--- config.mk ---
export PLATFORM = sky130hd
export DESIGN_NAME = fsm_ctrl
export DESIGN_NICKNAME = d
export VERILOG_FILES = /design/src/rtl/fsm_pkg.sv /design/src/rtl/fsm_ctrl.sv
export SDC_FILE = /design/constraint.sdc
export NUM_CORES = 1
export LEC_CHECK = 0
export BUFFER_PORTS_ARGS = -buffer_cell sky130_fd_sc_hd__buf_2
export CORE_MARGIN = 8
export CORE_UTILIZATION = 35
export DETAILED_ROUTE_END_ITERATION = 10
export GPL_ROUTABILITY_DRIVEN = 0
export SETUP_SLACK_MARGIN = 0.05
export SYNTH_ARGS = -nofsm -noshare
export SYNTH_HDL_FRONTEND = slang
export SYNTH_SLANG_ARGS = --single-unit
export TNS_END_PERCENT = 5
--- constraint.sdc ---
create_clock -name clk_i -period 4.8 [get_ports clk_i]
set_input_delay 0 -clock clk_i [delete_from_list [all_inputs] [get_ports clk_i]]
set_output_delay 0 -clock clk_i [all_outputs]
set_load 0.1 [all_outputs]
--- src/rtl/fsm_pkg.sv ---
// ----------------------------------------------------------------------------
// fsm_pkg: shared types and constants of the frame slot manager.
// Holds slot states, command and status codes and the controller interface.
// ----------------------------------------------------------------------------
package fsm_pkg;

  localparam int unsigned NumSlots = 16;
  localparam int unsigned SlotW    = 4;
  localparam int unsigned CntW     = 5;

  typedef enum logic [1:0] {
    SLOT_EMPTY   = 2'd0,
    SLOT_READY   = 2'd1,
    SLOT_READING = 2'd2
  } slot_state_e;

  typedef enum logic [1:0] {
    CMD_WRITE   = 2'd0,
    CMD_ACQUIRE = 2'd1,
    CMD_RELEASE = 2'd2,
    CMD_CLEAR   = 2'd3
  } cmd_e;

  typedef enum logic [1:0] {
    STS_DONE    = 2'd0,
    STS_DROPPED = 2'd1,
    STS_NOFRAME = 2'd2,
    STS_IGNORED = 2'd3
  } status_e;

  typedef enum logic [1:0] {
    ADDR_INIT_SLOTS = 2'd0,
    ADDR_BUDGET     = 2'd1,
    ADDR_RECORDING  = 2'd2
  } reg_addr_e;

  // Commands from the controller to the datapath.
  typedef struct packed {
    logic load;      // latch the request, clear scan accumulators
    logic scan;      // evaluate slot at the scan index
    logic prepare;   // decide growth or drop for a write
    logic commit;    // apply the command result to the slot store
    logic stat;      // sum one slot into the statistics
    logic finish;    // latch the result item
  } dp_cmd_t;

  // Status from the datapath to the controller.
  typedef struct packed {
    logic scan_last;
    logic stat_last;
  } dp_sts_t;

  function automatic logic [CntW-1:0] clamp_slots(input logic [CntW-1:0] v);
    if (v == '0) begin
      return CntW'(1);
    end
    if (v > CntW'(NumSlots)) begin
      return CntW'(NumSlots);
    end
    return v;
  endfunction

endpackage

--- src/rtl/fsm_ctrl.sv ---
// ----------------------------------------------------------------------------
// fsm_ctrl: command sequencer of the frame slot manager.
// Steps through statistics, growth decision, slot scan, commit and statistics.
// ----------------------------------------------------------------------------
module fsm_ctrl (
  input  logic            clk_i,
  input  logic            rst_ni,
  input  logic            in_fire_i,
  input  logic            out_free_i,
  input  fsm_pkg::dp_sts_t sts_i,
  output fsm_pkg::dp_cmd_t cmd_o,
  output logic            busy_o
);
  import fsm_pkg::*;

  typedef enum logic [6:0] {
    S_IDLE   = 7'b0000001,
    S_SCAN1  = 7'b0000010,
    S_PREP   = 7'b0000100,
    S_SCAN2  = 7'b0001000,
    S_COMMIT = 7'b0010000,
    S_STAT   = 7'b0100000,
    S_DONE   = 7'b1000000
  } state_e;

  state_e state_q, state_d;

  always_comb begin
    state_d = state_q;
    cmd_o   = '0;
    case (state_q)
      S_IDLE: begin
        if (in_fire_i) begin
          cmd_o.load = 1'b1;
          state_d    = S_SCAN1;
        end
      end
      S_SCAN1: begin
        cmd_o.stat = 1'b1;
        if (sts_i.stat_last) begin
          state_d = S_PREP;
        end
      end
      S_PREP: begin
        cmd_o.prepare = 1'b1;
        state_d       = S_SCAN2;
      end
      S_SCAN2: begin
        cmd_o.scan = 1'b1;
        if (sts_i.scan_last) begin
          state_d = S_COMMIT;
        end
      end
      S_COMMIT: begin
        cmd_o.commit = 1'b1;
        state_d      = S_STAT;
      end
      S_STAT: begin
        cmd_o.stat = 1'b1;
        if (sts_i.stat_last) begin
          state_d = S_DONE;
        end
      end
      S_DONE: begin
        if (out_free_i) begin
          cmd_o.finish = 1'b1;
          state_d      = S_IDLE;
        end
      end
      default: state_d = S_IDLE;
    endcase
  end

  always_ff @(posedge clk_i or negedge rst_ni) begin
    if (!rst_ni) begin
      state_q <= S_IDLE;
    end else begin
      state_q <= state_d;
    end
  end

  assign busy_o = (state_q != S_IDLE);

endmodule

Word-level counts from Yosys, hierarchy flattened --
Index checks and enable logic that the tools add are counted.
Word-level totals: output and inout port bits 7, bits in latches 0, memories kept 0, bits in writable memories 0, register bits after elaboration 7, memory bits (read-only) 0
Cells by class: div/mod/pow operators 0, bitwise operators 0, add/sub/neg operators 0, multiplexer cells 14, multipliers 0, eq/ne operators 13, reduce and logical (&&, ||, !) cells 2, $lt $le $gt $ge 0, shifts and indexed selects 0
Operators by type and width (count):
- case mux 7 bit (7 select lines) | 1
- 2-to-1 mux 7 bit | 5
- inequality test 2 bit, second input constant | 5
- 2-to-1 mux 1 bit | 8
- equality test 7 x 1 -> 1 bit, second input constant | 1
- equality test 7 x 2 -> 1 bit, second input constant | 1
- equality test 7 x 3 -> 1 bit, second input constant | 1
- equality test 7 x 4 -> 1 bit, second input constant | 1
- equality test 7 x 5 -> 1 bit, second input constant | 1
- equality test 7 x 6 -> 1 bit, second input constant | 1
- equality test 7 bit, second input constant | 1
- inequality test 7 x 1 -> 1 bit, second input constant | 1
- AND reduction 5 bit | 1
- OR reduction 2 bit | 1

Logic depth before layout (Yosys ltp) --
Gate-level depths: netlist (run 1).
word-level depth 3, mapped depth 4

Least setup slack after synthesis (run 1) --
No wires, ideal clock.
path type reg2reg, start point register state_q[5], end point register state_q[3], cell stages (with the launch flop) 5, slack 0.370 ns, path buffers 1, required time 4.717 ns, arrival time 4.346 ns, clock period less this slack 4.430 ns, cell sequence dfrtp_1 buf_6 or4_4 nor4b_1 a21o_1
On the way: cells in the longest elaborated chain, start to end 3
RTL lines:
- from (decl) | line fsm_ctrl.sv:26 | state_e state_q, state_d;
- from (signal assigned) | line fsm_ctrl.sv:78 | state_q <= state_d;
- equality test 7 x 4 -> 1 bit (tied with other cells) | line fsm_ctrl.sv:31 | case (state_q)
- inequality test 2 bit (no line)
- AND reduction 5 bit (no line)
Parallel ways exist; a longest one is shown, timed or not. A chain may end at the register's enable or synchronous reset.

==> results of run 1 <==
[through the flow]
step | util | instances
floorplan | - | 52
global placement | 0.413 | 74
detailed placement | 0.413 | 74
CTS | 0.449 | 80
global route | 0.449 | 80
finish | 0.449 | 80
[logic make-up after synthesis]
| family | count (synthesis) | synth area share |
|---|---|---|
| AND/OR/NAND/NOR | 27 | 0.387 |
| AO/OA/AOI/OAI | 8 | 0.126 |
| flip-flops | 7 | 0.354 |
| buffers and inverters | 7 | 0.0804 |
| XOR/XNOR | 3 | 0.0528 |
[how the worst min path moves through the flow]
stage	end	slack, ns
after global routing	state_q[4]	0.003
after floorplan	state_q[1]	-0.30
after global placement	state_q[6]	-0.15
after CTS	state_q[4]	0.01
after detailed placement	state_q[6]	-0.16
final	state_q[4]	0.02
[cell type report]
type | count | share of cell area
Clock buffer | 3 | 0.0381
Clock inverter | 1 | 0.00846
Inverter | 2 | 0.0127
Multi-Input combinational cell | 38 | 0.476
Sequential cell | 7 | 0.298
Tap cell | 15 | 0.0317
Timing Repair Buffer | 14 | 0.135
[power by group through the flow]
stage,sequential [mW],clock [mW],combinational (mW)
floorplan,0.0781,0,0.191
global placement,0.0995,0,0.200
detailed placement,0.0989,0,0.201
CTS,0.0980,0.0574,0.203
global route,0.101,0.0622,0.213
finish,0.0984,0.0557,0.201
[repair_timing]
| item | 4_1_cts | 5_1_grt |
|---|---|---|
| hold endpoints to repair | 8 | 0 |
| hold buffers | 2 | 0 |
| gates resized for setup | 0 | 0 |
| endpoints found under the setup margin | 0 | 0 |
[routing by layer]
metal | GRT usage | vias to the layer above | wire length (µm)
met4 | 0.0252 | 0 | 6
met1 | 0.0946 | 210 | 490
met2 | 0.135 | 17 | 509
met3 | 0.0496 | 2 | 110
li1 | - | 220 | -
met5 | 0 | - | 0
[cell usage in the layout (no fill, tap or decap), drive strengths merged, types with 2 or more instances in the layout]
cell type	synthesis	routed
a211oi	2	2
a21oi	2	2
buf	4	12
clkbuf	1	3
dfrtp	6	6
dlygate4sd3	0	2
inv	2	2
nor2	3	3
nor2b	2	2
nor3	2	2
nor4	2	2
nor4b	4	4
or3	2	2
or3b	3	3
xnor2	2	2
==> flow_summary.json, run 1 <==
{
  "required_ns": 4.80,
  "die_area_mm2": 0.00289,
  "slowest_delay_ns": 0.60,
  "wl_per_cell_um": 14.0,
  "dpl_cell_area_um2": 544,
  "fp.dieH_um": 53.7,
  "min_path_cells": 2,
  "ir_drop_uv": 442,
  "cp_top_family": "simple AND/OR/NAND/NOR gates",
  "cts.sinks": 7,
  "clkTransAtPathRegs_ns": 0.06,
  "syn-num-nets": 58,
  "min_path_type": "in2reg",
  "synth_cells": 52,
  "worstSkewPairLatency_ns": 0.26,
  "p_total_uw": 355,
  "cp.arrival_ns": 2.39,
  "io_buffers": 12,
  "drt-initial-drc-count": 12,
  "cts_tree": "done",
  "critPathKind": "reg2out",
  "netlist_top_cells_count": "dfrtp_1 (6), nor4b_1 (4), nor2_1 (3), or3b_2 (3)",
  "fin_tns_setup_ns": 0,
  "largest_reg_flops": 7,
  "ys_types": 31,
  "fp-row-count": 13,
  "numCtsBuffers": 3,
  "grt-ovfl-total": 0,
  "reg.largest.list": "state_q (7)",
  "synthFlopType": "dfrtp_1",
  "switchingPower_uw": 195,
  "cp_slowest_cell": "or4_4",
  "fillers": 136,
  "cp_cell_sequence": "or4_4 > or4b_4 > nor2_1 > buf_2",
  "totalWireLength_um": 1120,
  "reg2reg_slack_ns": 2.97,
  "power_density_mw_per_mm2": 600,
  "p_int_uw": 160,
  "yosys_warnings": 0,
  "antenna_found_initial": 0,
  "pre_cts_ws_ns": 2.69,
  "ys_seq_area_frac": 0.354,
  "nets": 72,
  "vias_per_cell": 5.61,
  "top_register": "state_q",
  "cp-endpoint": "cmd_o[0]",
  "grt_use_total": 0.0852,
  "slew_headroom": 0.676,
  "grt_pass1_vias": 418,
  "hold_slack_ns": 0.0185,
  "path_buf_inv": 1,
  "grt_max_degree": 11,
  "final_area_um2": 592,
  "core-area_mm2": 0.00132,
  "ios": 13,
  "clockBufferDepth": 2,
  "ys_ff_latch": 7,
  "pwr-share-clk": 0.157,
  "die_w_um": 53.7,
  "antenna_cells": 0,
  "startpoint": "state_q[5]",
  "yosysMostFrequentCell": "dfrtp_1",
  "synth-edff-count": 0,
  "max_freq_mhz": 419,
  "synth_top_area_cell": "dfrtp_1",
  "first_pass_iters": 4,
  "pwr-share-comb": 0.566,
  "fin_crit_sh": 0.497,
  "netlist.area_leader.share": 0.302,
  "synth.avg_cell_area_um2": 9.58,
  "worst_setup_path_start_kind": "register",
  "via_count": 449,
  "grt_pass1_wl_um": 1810,
  "hp-start": "sts_i[1]",
  "async_reset_ff_frac": 1.00,
  "dpl.hpwl_um": 832,
  "fin_crit_ns": 2.39,
  "postCtsSetupBuffers": 0,
  "setup_viol": 0,
  "seq_area_um2": 176,
  "drive_gt1_frac": 0.354,
  "status": "finished, final reports clean",
  "rr_worst_depth": 3,
  "r2r-end": "state_q[6]",
  "tightest_slew_ns": 0.489,
  "swShare": 0.549,
  "drc": 0,
  "slew_violations": 0,
  "finalHoldViolCount": 0,
  "p_leak_nw": 0.275,
  "floorplan.initialDensity": 0.378,
  "cp.depth": 4,
  "maxCapViolCount": 0,
  "rsz0062_at_grt": "no",
  "syn2layout_area_growth_pct": 18.8,
  "h-tree-depth": 1,
  "crit_fanout": 10,
  "worst_setup_path_end_kind": "output pin",
  "share_seq_of_total_power": 0.277,
  "multi_input_area_um2": 282,
  "setup_ws_ns": 2.41,
  "ys_top_cells_by_area": "dfrtp_1 (30%), nor4b_1 (7.0%), dfstp_2 (5.3%)",
  "ant_nets": 0,
  "reg2reg_from": "state_q[5]",
  "clock-root-buffer": "clkbuf_4",
  "synth_area_um2": 498,
  "clock_skew_ns": 0.00418
}
Power figures use the tool's default switching activity.
==> run 2: changes to the inputs <==
ABC_AREA = 1   (was unset)
clock period = 2.3 ns   (was 4.8 ns; I/O delays follow)
==> run 2 against run 1 <==
Sequential cell count unchanged. Sequential share of layout area down 3.9 points. Final area up 15%. Synthesized area up 13%. Clock skew up 0.0012 ns. Power rose to 2.5 times the previous value. Non-clock buffer count down 1. Via count up 13%. Sequential power up 92%. Register-to-register slack worse by 2.0 ns. Hold slack worse by 0.0072 ns. Critical path type unchanged. First-iteration DRC count unchanged.
==> flow_summary.json, run 2 <==
{
  "fp.dieH_um": 56.0,
  "h-tree-depth": 1,
  "p_leak_nw": 0.377,
  "status": "finished, final reports clean",
  "postCtsSetupBuffers": 0,
  "seq_area_um2": 176,
  "ir_drop_uv": 561,
  "grt_pass1_vias": 509,
  "hold_slack_ns": 0.0113,
  "required_ns": 2.30,
  "io_buffers": 12,
  "multi_input_area_um2": 320,
  "worstSkewPairLatency_ns": 0.25,
  "syn2layout_area_growth_pct": 21.4,
  "synth-edff-count": 0,
  "synth_area_um2": 561,
  "fin_crit_sh": 0.717,
  "ctsResizeCount": 0,
  "drt-initial-drc-count": 12,
  "yosys_warnings": 0,
  "cp.arrival_ns": 1.65,
  "ys_top_cells_by_area": "dfrtp_1 (27%), nor2_1 (11%), inv_1 (8.7%)",
  "cts.sinks": 7,
  "cts_tree": "done",
  "drc": 0,
  "synth_top_area_cell": "dfrtp_1",
  "tightest_slew_ns": 0.487,
  "rsz0062_at_grt": "no",
  "layout_commonest_cell": "nor2_1",
  "wl_per_cell_um": 10.2,
  "die_area_mm2": 0.00314,
  "yosysMostFrequentCell": "nor2_1",
  "maxCapViolCount": 0,
  "placed_cells_incl_taps": 107,
  "netlist_top_cells_count": "nor2_1 (16), inv_1 (13), nand2_1 (13), dfrtp_1 (6), inv_2 (5)",
  "clock-root-buffer": "clkbuf_4",
  "pre_cts_ws_ns": 0.901,
  "clkTransAtPathRegs_ns": 0.05,
  "ant_nets": 0,
  "worst_setup_path_start_kind": "register",
  "min_path_type": "in2reg",
  "largest_reg_flops": 7,
  "floorplan.initialDensity": 0.372,
  "netlist.area_leader.share": 0.268,
  "fin_util": 0.452,
  "grt_max_degree": 8,
  "dpl.hpwl_um": 992,
  "ys_seq_area_frac": 0.315,
  "finalHoldViolCount": 0,
  "max_freq_mhz": 606,
  "clock_skew_ns": 0.00534,
  "reg.largest.list": "state_q (7)",
  "cts_hold_buffers": 1,
  "top_register": "state_q",
  "synthFlopType": "dfrtp_1",
  "numCtsBuffers": 3,
  "antenna_cells": 0,
  "grt-ovfl-total": 0,
  "nets": 103,
  "dpl_cell_area_um2": 644,
  "synth.avg_cell_area_um2": 7.01,
  "slew_headroom": 0.677,
  "vias_per_cell": 4.52,
  "fin_crit_ns": 1.65,
  "crit_fanout": 5,
  "async_reset_ff_frac": 1.00,
  "fin_tns_setup_ns": 0,
  "drive_gt1_frac": 0.427,
  "setup_ws_ns": 0.650,
  "syn-num-nets": 86,
  "final_area_um2": 681,
  "antenna_found_initial": 0,
  "ys_types": 18,
  "layout.cells.non_filler": 112,
  "grt_pass1_wl_um": 2070,
  "die_w_um": 56.0,
  "fp-row-count": 14,
  "fillers": 154,
  "power_density_mw_per_mm2": 1310,
  "p_total_uw": 894,
  "totalWireLength_um": 1150,
  "ios": 13,
  "layout_common_cells": "nor2_1 (14), inv_1 (13), nand2_1 (13), buf_2 (12), dfrtp_1 (6)",
  "clockBufferDepth": 2,
  "first_pass_iters": 4,
  "synth_cells": 80,
  "ys_ff_latch": 7,
  "worst_setup_path_end_kind": "output pin",
  "setup_viol": 0,
  "core-area_mm2": 0.00151,
  "slew_violations": 0,
  "critPathKind": "reg2out",
  "via_count": 506,
  "grt_use_total": 0.0783
}
-- run 2: cell types whose count changed after synthesis, sizes merged, moves of 3 or more --
cell	before	now
nand2	1	19
inv	2	18
nand3	0	6
nor4b	4	0
nor2	3	23
or3b	3	0
o21ai	0	3
buf	4	1
-- run 2: worst max-delay path, stage by stage (launching register included) --
cell	delay, ns
dfrtp_1	0.42
inv_2	0.12
nand3_4	0.11
nor2_2	0.20
inv_2	0.06
nand2_2	0.06
buf_2	0.42
-- run 2: path summary, 6_finish.rpt --
kind | startpoint | to | slack [ns] | cells past startpoint
worst max-delay path | state_q[6] | cmd_o[1] | 0.65 | 6
worst min-delay path | in_fire_i | state_q[0] | 0.01 | 4
worst max register to register | state_q[0] | state_q[4] | 1.02 | 9
worst min register to register | state_q[4] | state_q[5] | 0.64 | 2
max in group asynchronous | rst_ni | state_q[0] | 1.96 | 2
min in group asynchronous | rst_ni | state_q[4] | 0.11 | 2
-- run 2: power by group --
group	internal, mW	total, mW	switching, mW
Combinational	0.132	0.595	0.464
Clock	0.0661	0.110	0.0436
Sequential	0.159	0.189	0.0303
-- run 2: layout make-up --
cell class	instances	area share
clock buffer	4	0.0386
sequential	7	0.259
multi-input combinational	54	0.471
inverter	18	0.0993
tap	16	0.0294
timing repair buffer	13	0.103
-- run 2: cell families after synthesis --
logic type / after synthesis / synth area share
flops: 7 / 0.315
compound gates: 4 / 0.0424
simple gates: 50 / 0.509
buf+inv: 19 / 0.134
-- run 2: metal layers --
layer | wire length (µm) | part of all wire | vias to the layer above | GRT usage
met3 | 58 | 0.051 | 3 | 0.0183
met4 | 24 | 0.021 | 0 | 0.0515
met5 | 0 | 0 | - | 0
met1 | 514 | 0.45 | 227 | 0.0895
met2 | 550 | 0.48 | 9 | 0.125
li1 | - | - | 267 | -
